File: config.mk
export PLATFORM = sky130hd
export DESIGN_NAME = sequence_median
export DESIGN_NICKNAME = d
export VERILOG_FILES = /design/src/hdl/sqm_pkg.sv /design/src/hdl/sequence_median.sv /design/src/hdl/sqm_cell.sv /design/src/hdl/sqm_chain.sv
export VERILOG_INCLUDE_DIRS = /design/src /design/src/hdl
export SDC_FILE = /design/constraint.sdc
export NUM_CORES = 2
export LEC_CHECK = 0
export ABC_AREA = 1
export BUFFER_PORTS_ARGS = -buffer_cell sky130_fd_sc_hd__buf_2
export CORE_MARGIN = 2
export CORE_UTILIZATION = 35
export CTS_CLUSTER_DIAMETER = 150
export DETAILED_ROUTE_END_ITERATION = 8
export PLACE_DENSITY = 0.52
export SYNTH_ARGS = -nofsm -noshare
export SYNTH_HDL_FRONTEND = slang
export SYNTH_SLANG_ARGS = --single-unit
File: constraint.sdc
create_clock -name clk_i -period 3.7 [get_ports clk_i]
set_input_delay 0.37 -clock clk_i [delete_from_list [all_inputs] [get_ports clk_i]]
set_output_delay 0.37 -clock clk_i [all_outputs]
set_load 0.01 [all_outputs]
File: src/hdl/sequence_median_assert.svh
// assertion macros for the sequence median rtl
// expects clk_i and rst_ni in the scope of the including module
`ifndef SEQUENCE_MEDIAN_ASSERT_SVH
`define SEQUENCE_MEDIAN_ASSERT_SVH

// same-cycle implication, disabled while in reset
`define SQM_ASSERT_NOW(lbl, ante, cons, msg) \
  lbl: assert property (@(posedge clk_i) disable iff (!rst_ni) (ante) |-> (cons)) \
    else $error(msg);

// next-cycle implication, disabled while in reset
`define SQM_ASSERT_NEXT(lbl, ante, cons, msg) \
  lbl: assert property (@(posedge clk_i) disable iff (!rst_ni) (ante) |=> (cons)) \
    else $error(msg);

`endif

File: src/hdl/sqm_pkg.sv
// shared types and constants for the sequence median block
// no dependencies
package sqm_pkg;

  localparam int unsigned MAX_SAMPLES = 64;
  localparam int unsigned SAMPLE_W    = 16;
  localparam int unsigned MED_W       = 17;
  localparam int unsigned CNT_OUT_W   = 7;
  localparam int unsigned CNT_W       = $clog2(MAX_SAMPLES + 1);

  typedef logic signed [SAMPLE_W-1:0] sample_t;
  typedef logic signed [MED_W-1:0]    median_t;
  typedef logic [CNT_W-1:0]           count_t;

  // per-cycle command broadcast to every cell of the chain
  typedef struct packed {
    logic ins;    // insert the incoming sample in order
    logic shift;  // move every value one place toward the head
  } chain_ctrl_t;

endpackage

File: src/hdl/sequence_median.sv
// Median of a flagged sequence of signed 16-bit samples. Samples are sorted on arrival
// by a row of MAX_SAMPLES cells (each inserted in order as it is accepted, one sample per
// cycle while a sequence runs). Samples past the row depth are dropped and flagged as
// overflow. On the sample that carries last, the row shifts toward its head until the
// middle value(s) reach the first two cells, then the head cells are added into the output
// word; the next word is taken only after that, and later while the previous result
// still waits. The result is the median times two (one fractional bit), with the kept
// count and the overflow flag. The output register lets new words enter while a result
// still waits.
// depends on sqm_pkg, sqm_chain, sqm_cell and sequence_median_assert.svh
module sequence_median (
  input  logic                      clk_i,
  input  logic                      rst_ni,
  input  logic                      in_valid_i,
  output logic                      in_ready_o,
  input  sqm_pkg::sample_t          sample_i,
  input  logic                      last_i,
  output logic                      out_valid_o,
  input  logic                      out_ready_i,
  output sqm_pkg::median_t          median_half_o,
  output logic [sqm_pkg::CNT_OUT_W-1:0] sample_count_o,
  output logic                      overflow_o
);
  import sqm_pkg::*;

  localparam logic ST_IDLE  = 1'b0;
  localparam logic ST_DRAIN = 1'b1;

  logic        state_q, state_d;
  count_t      kept_q, kept_d;
  logic        drop_q, drop_d;
  count_t      left_q, left_d;
  logic        out_valid_q, out_valid_d;
  median_t     med_q, med_d;
  logic [CNT_OUT_W-1:0] cnt_q, cnt_d;
  logic        ovf_q, ovf_d;

  chain_ctrl_t ctrl;
  sample_t     head0, head1, addend;
  logic        acc, full, load;
  count_t      n_end, half;

  sqm_chain u_chain (
    .clk_i    (clk_i),
    .ctrl_i   (ctrl),
    .sample_i (sample_i),
    .count_i  (kept_q),
    .head0_o  (head0),
    .head1_o  (head1)
  );

  // handshake and chain commands
  assign in_ready_o = (state_q == ST_IDLE);
  assign acc        = in_valid_i && in_ready_o;
  assign full       = (kept_q == CNT_W'(MAX_SAMPLES));
  assign ctrl.ins   = acc && !full;
  assign ctrl.shift = (state_q == ST_DRAIN) && (left_q != '0);
  assign load       = (state_q == ST_DRAIN) && (left_q == '0) && (!out_valid_q || out_ready_i);

  // count at the end of the sequence and shifts needed to reach the middle
  assign n_end = full ? kept_q : kept_q + count_t'(1);
  assign half  = n_end >> 1;

  // odd count doubles the head, even count adds the two heads
  assign addend = kept_q[0] ? head0 : head1;

  always_comb begin
    state_d     = state_q;
    kept_d      = kept_q;
    drop_d      = drop_q;
    left_d      = left_q;
    out_valid_d = out_valid_q && !out_ready_i;
    med_d       = med_q;
    cnt_d       = cnt_q;
    ovf_d       = ovf_q;
    case (state_q)
      ST_IDLE: begin
        if (acc) begin
          if (full) begin
            drop_d = 1'b1;
          end else begin
            kept_d = kept_q + count_t'(1);
          end
          if (last_i) begin
            state_d = ST_DRAIN;
            left_d  = n_end[0] ? half : half - count_t'(1);
          end
        end
      end
      ST_DRAIN: begin
        if (left_q != '0) begin
          left_d = left_q - count_t'(1);
        end else if (load) begin
          med_d       = {head0[SAMPLE_W-1], head0} + {addend[SAMPLE_W-1], addend};
          cnt_d       = CNT_OUT_W'(kept_q);
          ovf_d       = drop_q;
          out_valid_d = 1'b1;
          kept_d      = '0;
          drop_d      = 1'b0;
          state_d     = ST_IDLE;
        end
      end
      default: begin
        state_d = ST_IDLE;
      end
    endcase
  end

  // control registers
  always_ff @(posedge clk_i or negedge rst_ni) begin
    if (!rst_ni) begin
      state_q     <= ST_IDLE;
      kept_q      <= '0;
      drop_q      <= 1'b0;
      left_q      <= '0;
      out_valid_q <= 1'b0;
    end else begin
      state_q     <= state_d;
      kept_q      <= kept_d;
      drop_q      <= drop_d;
      left_q      <= left_d;
      out_valid_q <= out_valid_d;
    end
  end

  // result word
  always_ff @(posedge clk_i) begin
    med_q <= med_d;
    cnt_q <= cnt_d;
    ovf_q <= ovf_d;
  end

  assign out_valid_o    = out_valid_q;
  assign median_half_o  = med_q;
  assign sample_count_o = cnt_q;
  assign overflow_o     = ovf_q;

  `include "sequence_median_assert.svh"

  `SQM_ASSERT_NOW(a_kept_bound, 1'b1, kept_q <= CNT_W'(MAX_SAMPLES), "kept count past depth")
  `SQM_ASSERT_NEXT(a_last_drains, acc && last_i, state_q == ST_DRAIN, "last word not drained")
  `SQM_ASSERT_NOW(a_no_ins_drain, state_q == ST_DRAIN, !ctrl.ins, "insert during drain")
  `SQM_ASSERT_NEXT(a_load_clears, load, out_valid_q && kept_q == '0 && !drop_q, "result not loaded")
  `SQM_ASSERT_NOW(a_drain_nonempty, state_q == ST_DRAIN, kept_q != '0, "drain with empty row")

endmodule

File: src/hdl/sqm_cell.sv
// one cell of the sorted insertion chain: holds one sample
// depends on sqm_pkg
module sqm_cell (
  input  logic                clk_i,
  input  sqm_pkg::chain_ctrl_t ctrl_i,
  input  sqm_pkg::sample_t    sample_i,
  input  logic                occ_i,
  input  logic                gt_left_i,
  input  sqm_pkg::sample_t    left_i,
  input  sqm_pkg::sample_t    right_i,
  output logic                gt_o,
  output sqm_pkg::sample_t    val_o
);
  import sqm_pkg::*;

  sample_t val_q, val_d;

  // an empty cell counts as greater than any sample
  assign gt_o = !occ_i || (val_q > sample_i);

  // shift loads from the right; else on insert the first greater cell takes the sample, later ones take from the left
  always_comb begin
    val_d = val_q;
    if (ctrl_i.shift) begin
      val_d = right_i;
    end else if (ctrl_i.ins && gt_o) begin
      val_d = gt_left_i ? left_i : sample_i;
    end
  end

  always_ff @(posedge clk_i) begin
    val_q <= val_d;
  end

  assign val_o = val_q;

endmodule

File: src/hdl/sqm_chain.sv
// row of sorting cells, ascending from the head
// depends on sqm_pkg and sqm_cell
module sqm_chain (
  input  logic                clk_i,
  input  sqm_pkg::chain_ctrl_t ctrl_i,
  input  sqm_pkg::sample_t    sample_i,
  input  sqm_pkg::count_t     count_i,
  output sqm_pkg::sample_t    head0_o,
  output sqm_pkg::sample_t    head1_o
);
  import sqm_pkg::*;

  sample_t val  [MAX_SAMPLES];
  sample_t left [MAX_SAMPLES];
  sample_t right[MAX_SAMPLES];
  logic    gt   [MAX_SAMPLES];
  logic    gtl  [MAX_SAMPLES];
  logic    occ  [MAX_SAMPLES];

  for (genvar i = 0; i < MAX_SAMPLES; i++) begin : g_cell
    // cells below the kept count are occupied
    assign occ[i] = (count_i > CNT_W'(i));

    // neighbour wiring, head sees nothing greater on its left
    if (i == 0) begin : g_head
      assign left[i] = sample_i;
      assign gtl[i]  = 1'b0;
    end else begin : g_body
      assign left[i] = val[i-1];
      assign gtl[i]  = gt[i-1];
    end
    if (i == MAX_SAMPLES - 1) begin : g_tail
      assign right[i] = val[i];
    end else begin : g_inner
      assign right[i] = val[i+1];
    end

    sqm_cell u_cell (
      .clk_i     (clk_i),
      .ctrl_i    (ctrl_i),
      .sample_i  (sample_i),
      .occ_i     (occ[i]),
      .gt_left_i (gtl[i]),
      .left_i    (left[i]),
      .right_i   (right[i]),
      .gt_o      (gt[i]),
      .val_o     (val[i])
    );
  end

  // the two head cells feed the median adder
  assign head0_o = val[0];
  if (MAX_SAMPLES > 1) begin : g_two
    assign head1_o = val[1];
  end else begin : g_one
    assign head1_o = val[0];
  end

endmodule

==> impl_metrics.ini <==
[finish]
share_of_cells_above_drive_strength_1_pct = 6.59
count_of_non_filler_cells_in_the_finished_layout = 15400
fill_cells = 25500
layout.nets = 13100
n_antenna_cell = 0
area_growth_syn_to_layout_pct = 12.7
seqCellArea_sq_um = 31900
multi_input_area_sq_um = 47200

[run_status]
outcome = completed

[logic_synthesis]
synth_largest_type_area_fraction_pct = 36.3
library_cell_with_the_highest_instance_count_after_synthesis = sky130_fd_sc_hd__nand2_1
synth-seq-area-share_pct = 36.8
postSynthAreaPerCell_sq_um = 7.29
yosysWarnings = 0
async_set_or_reset_flop_fraction_in_the_synthesized_netlist_pct = 1.59
synth_area_sq_um = 86900
synth.net_count = 13000
postSynthRegisterBits = 1066
cell_types_with_the_highest_counts_after_synthesis = sky130_fd_sc_hd__nand2_1 (4346), sky130_fd_sc_hd__nand3_1 (2206), sky130_fd_sc_hd__inv_1 (1407)
dominantRegCellSynth = sky130_fd_sc_hd__edfxtp_1
post-synth-top-area-cell = sky130_fd_sc_hd__edfxtp_1
syn-instance-count = 11900
post_synth_main_area_contributors = sky130_fd_sc_hd__edfxtp_1 (36%), sky130_fd_sc_hd__nand2_1 (19%), sky130_fd_sc_hd__ha_1 (15%)
synth_enable_flop_cells = 1049
synth.lib_cells_used.distinct = 47

[route]
drc = 0
detail-route-antenna-nets = 0
wirelength_mm = 299
drt-wirelength-per-cell_um = 19.3
drtIter0Drc = 7171
avgViaCountPerCell = 5.23
dr.pass1.iters = 6
vias = 80800

[clock_tree]
cts_made_buffers = 139
postCtsSetupRepairBufs = 0
clkTransAtPathRegs_ns = 0.06
clock_tree.buffer_depth = 3
clock_sink_count = 1066
clock-root-buffer = sky130_fd_sc_hd__clkbuf_16
deepest_level_of_the_cts_h_tree = 4
insertion_delay_ns = 0.82
cts_tree = built
count_of_cells_resized_by_post_cts_repair = 0

[placed_design]
final_weighted_congestion_in_routability_driven_placement = 0.881
dpl.cell_count = 15200
port_buffers = 47
detailedPlacementHpwl_mm = 221

[timing]
layout_worst_path_cycle_share_pct = 91.7
unrepaired_setup_endpoints_after_global_routing = no
report.final.slew_viol_count = 0
max_slew_margin_pct = 24.7
maxClockFrequency_mhz = 295
finalClockSkew_ns = 0.0323
fin_tns_setup_ns = 0
setup_violations = 0
finalCriticalPeriod_ns = 3.39
max_slew.worst_pin.slew_ns = 1.13
hold_fails_final_rpt = 0

[worst_setup_path]
timing.reg2reg.setup_slack_ns = 0.31
critical_path.endpoint_type = flop
timing.critical_path.fanout_max = 217
cp_data_arrival_time_ns = 4.06
critPathRequiredTime_ns = 4.37
crit_type = reg -> reg
critical_path.startpoint_type = flop

[global_route]
initial_antenna_violation_count = 2
grt_overflow = 0
grt_util_all_layers_pct = 23.3
first_global_vias = 79300
grt_max_degree = 218
grt_pass1_wl_mm = 466

[job]
cap_violations = 0

[floorplan]
num_io_pins = 48
effective_utilization_at_floorplan_pct = 35.2
std_cell_rows = 182
dieHeight_um = 502
floorplan.die.width_um = 502
dieArea_sq_um = 252000
core_region_area_sq_um = 246000

[pwr]
power_per_cell_area_nw_per_um2 = 950
maximum_vdd_ir_drop_mv = 0.603
total_power_mw = 93.0
p_leak_nw = 50.1

[worst_hold_path]
timing.hold.worst.class = in -> async
==> worst paths after layout <==
kind	startpoint	to	depth (start not counted)
setup / recovery	left_q[0]	u_chain.g_cell[28].u_cell.val_o[1]	13
hold / removal	rst_ni	out_valid_o	2
setup reg to reg	left_q[0]	u_chain.g_cell[28].u_cell.val_o[1]	13
hold reg to reg	drop_q	overflow_o	0
max in group asynchronous	rst_ni	kept_q[2]	2
min in group clk_i	sample_i[1]	u_chain.g_cell[53].u_cell.val_o[1]	5
==> logic make-up (layout without fill, tap and decap cells) <==
family | Yosys count | after routing | synth area share (%)
buffers and inverters | 1986 | 2202 | 8.93
and+or+nand+nor | 7033 | 7033 | 34.1
xor gates and xnor gates | 16 | 16 | 0.161
AOI/OAI and AO/OA | 767 | 767 | 4.96
adders and majority gates | 1047 | 1047 | 15.1
DFF | 1066 | 1066 | 36.8
==> flip-flops by register name (all words and copies together) (netlist names) <==
| name | count |
|---|---|
| drop_q | 1 |
| kept_q | 7 |
| left_q | 7 |
| median_half_o | 17 |
| out_valid_o | 1 |
| overflow_o | 1 |
| sample_count_o | 7 |
| state_q | 1 |
| u_chain.g_cell.u_cell.val_o | 1024 |
==> worst max-delay path, stage by stage, from the launching register on <==
cell	delay [ns]
sky130_fd_sc_hd__dfrtp_1	0.31
sky130_fd_sc_hd__inv_1	0.07
sky130_fd_sc_hd__ha_1	0.22
sky130_fd_sc_hd__inv_1	0.05
sky130_fd_sc_hd__nor2_1	0.06
sky130_fd_sc_hd__nand2_1	0.08
sky130_fd_sc_hd__nor2_1	0.05
sky130_fd_sc_hd__inv_1	0.07
sky130_fd_sc_hd__nor2_1	0.08
sky130_fd_sc_hd__nor2_4	0.18
sky130_fd_sc_hd__buf_12	0.81
sky130_fd_sc_hd__buf_4	0.80
sky130_fd_sc_hd__nand2_1	0.13
sky130_fd_sc_hd__nand2_1	0.12
==> placed cells by master, fill, tap and decap left out, types with 4 or more instances in the layout <==
master and count:
sky130_fd_sc_hd__clkinv_2 16, sky130_fd_sc_hd__clkbuf_1 35, sky130_fd_sc_hd__inv_2 15, sky130_fd_sc_hd__o21a_1 42
sky130_fd_sc_hd__nand2_4 4, sky130_fd_sc_hd__nand2_1 4346, sky130_fd_sc_hd__o21ai_0 182, sky130_fd_sc_hd__buf_2 46
sky130_fd_sc_hd__ha_1 1046, sky130_fd_sc_hd__bufinv_16 11, sky130_fd_sc_hd__inv_8 6, sky130_fd_sc_hd__xor2_1 13
sky130_fd_sc_hd__a21oi_1 412, sky130_fd_sc_hd__clkinv_8 4, sky130_fd_sc_hd__inv_6 11, sky130_fd_sc_hd__nand3b_1 5
sky130_fd_sc_hd__edfxtp_1 1049, sky130_fd_sc_hd__dlygate4sd3_1 4, sky130_fd_sc_hd__nor3_1 60, sky130_fd_sc_hd__nor2_2 4
sky130_fd_sc_hd__nand3_1 2206, sky130_fd_sc_hd__dfrtp_1 17, sky130_fd_sc_hd__o21bai_1 39, sky130_fd_sc_hd__nand4_1 67
sky130_fd_sc_hd__o21ai_2 19, sky130_fd_sc_hd__buf_4 408, sky130_fd_sc_hd__a21o_1 39, sky130_fd_sc_hd__nor4_1 29
sky130_fd_sc_hd__clkbuf_16 143, sky130_fd_sc_hd__buf_12 73, sky130_fd_sc_hd__inv_1 1391, sky130_fd_sc_hd__clkinv_1 30
sky130_fd_sc_hd__nor2_1 287, sky130_fd_sc_hd__o21ai_1 13, sky130_fd_sc_hd__nand2_2 18
==> timing repair <==
item	CTS	global route
endpoints found under the hold margin	20	0
hold buffers	4	0
setup endpoints to repair	0	0
==> layer usage <==
metal	routed length, um	GRT usage [%]
met5	0	0
met4	6280	5.58
met3	15600	2.58
met2	139000	38.7
met1	138000	32.3
==> through the flow <==
step	util (%)	hold WS, ns	setup WS, ns	instance area [sq um]
finish	39.7	0.0704	0.306	97900
global route	39.7	0.0904	0.0225	97900
CTS	39.7	0.0148	0.351	97900
detailed placement	37.9	0.363	0.218	93500
global placement	37.9	0.356	0.211	93500
floorplan	-	0.0744	0.0145	86900
==> area by class of cell <==
| type | instances | area share [%] |
|---|---|---|
| clock buffers | 181 | 3.83 |
| clock inverters | 63 | 0.629 |
| inverters | 1426 | 5.57 |
| multi-input cells | 8863 | 48.2 |
| flip-flops and latches | 1066 | 32.6 |
| well taps | 3312 | 4.23 |
| repair buffers | 532 | 4.91 |
==> report_power, final <==
| group | switching, mW | internal [mW] | leakage, nW | total, mW |
|---|---|---|---|---|
| Combinational | 32.2 | 16.8 | 36.7 | 48.9 |
| Clock | 5.68 | 7.88 | 2.13 | 13.6 |
| Sequential | 6.96 | 23.6 | 11.3 | 30.5 |
| Total | 44.8 | 48.2 | 50.1 | 93.0 |
No activity file was read; power rests on OpenSTA's default activity.
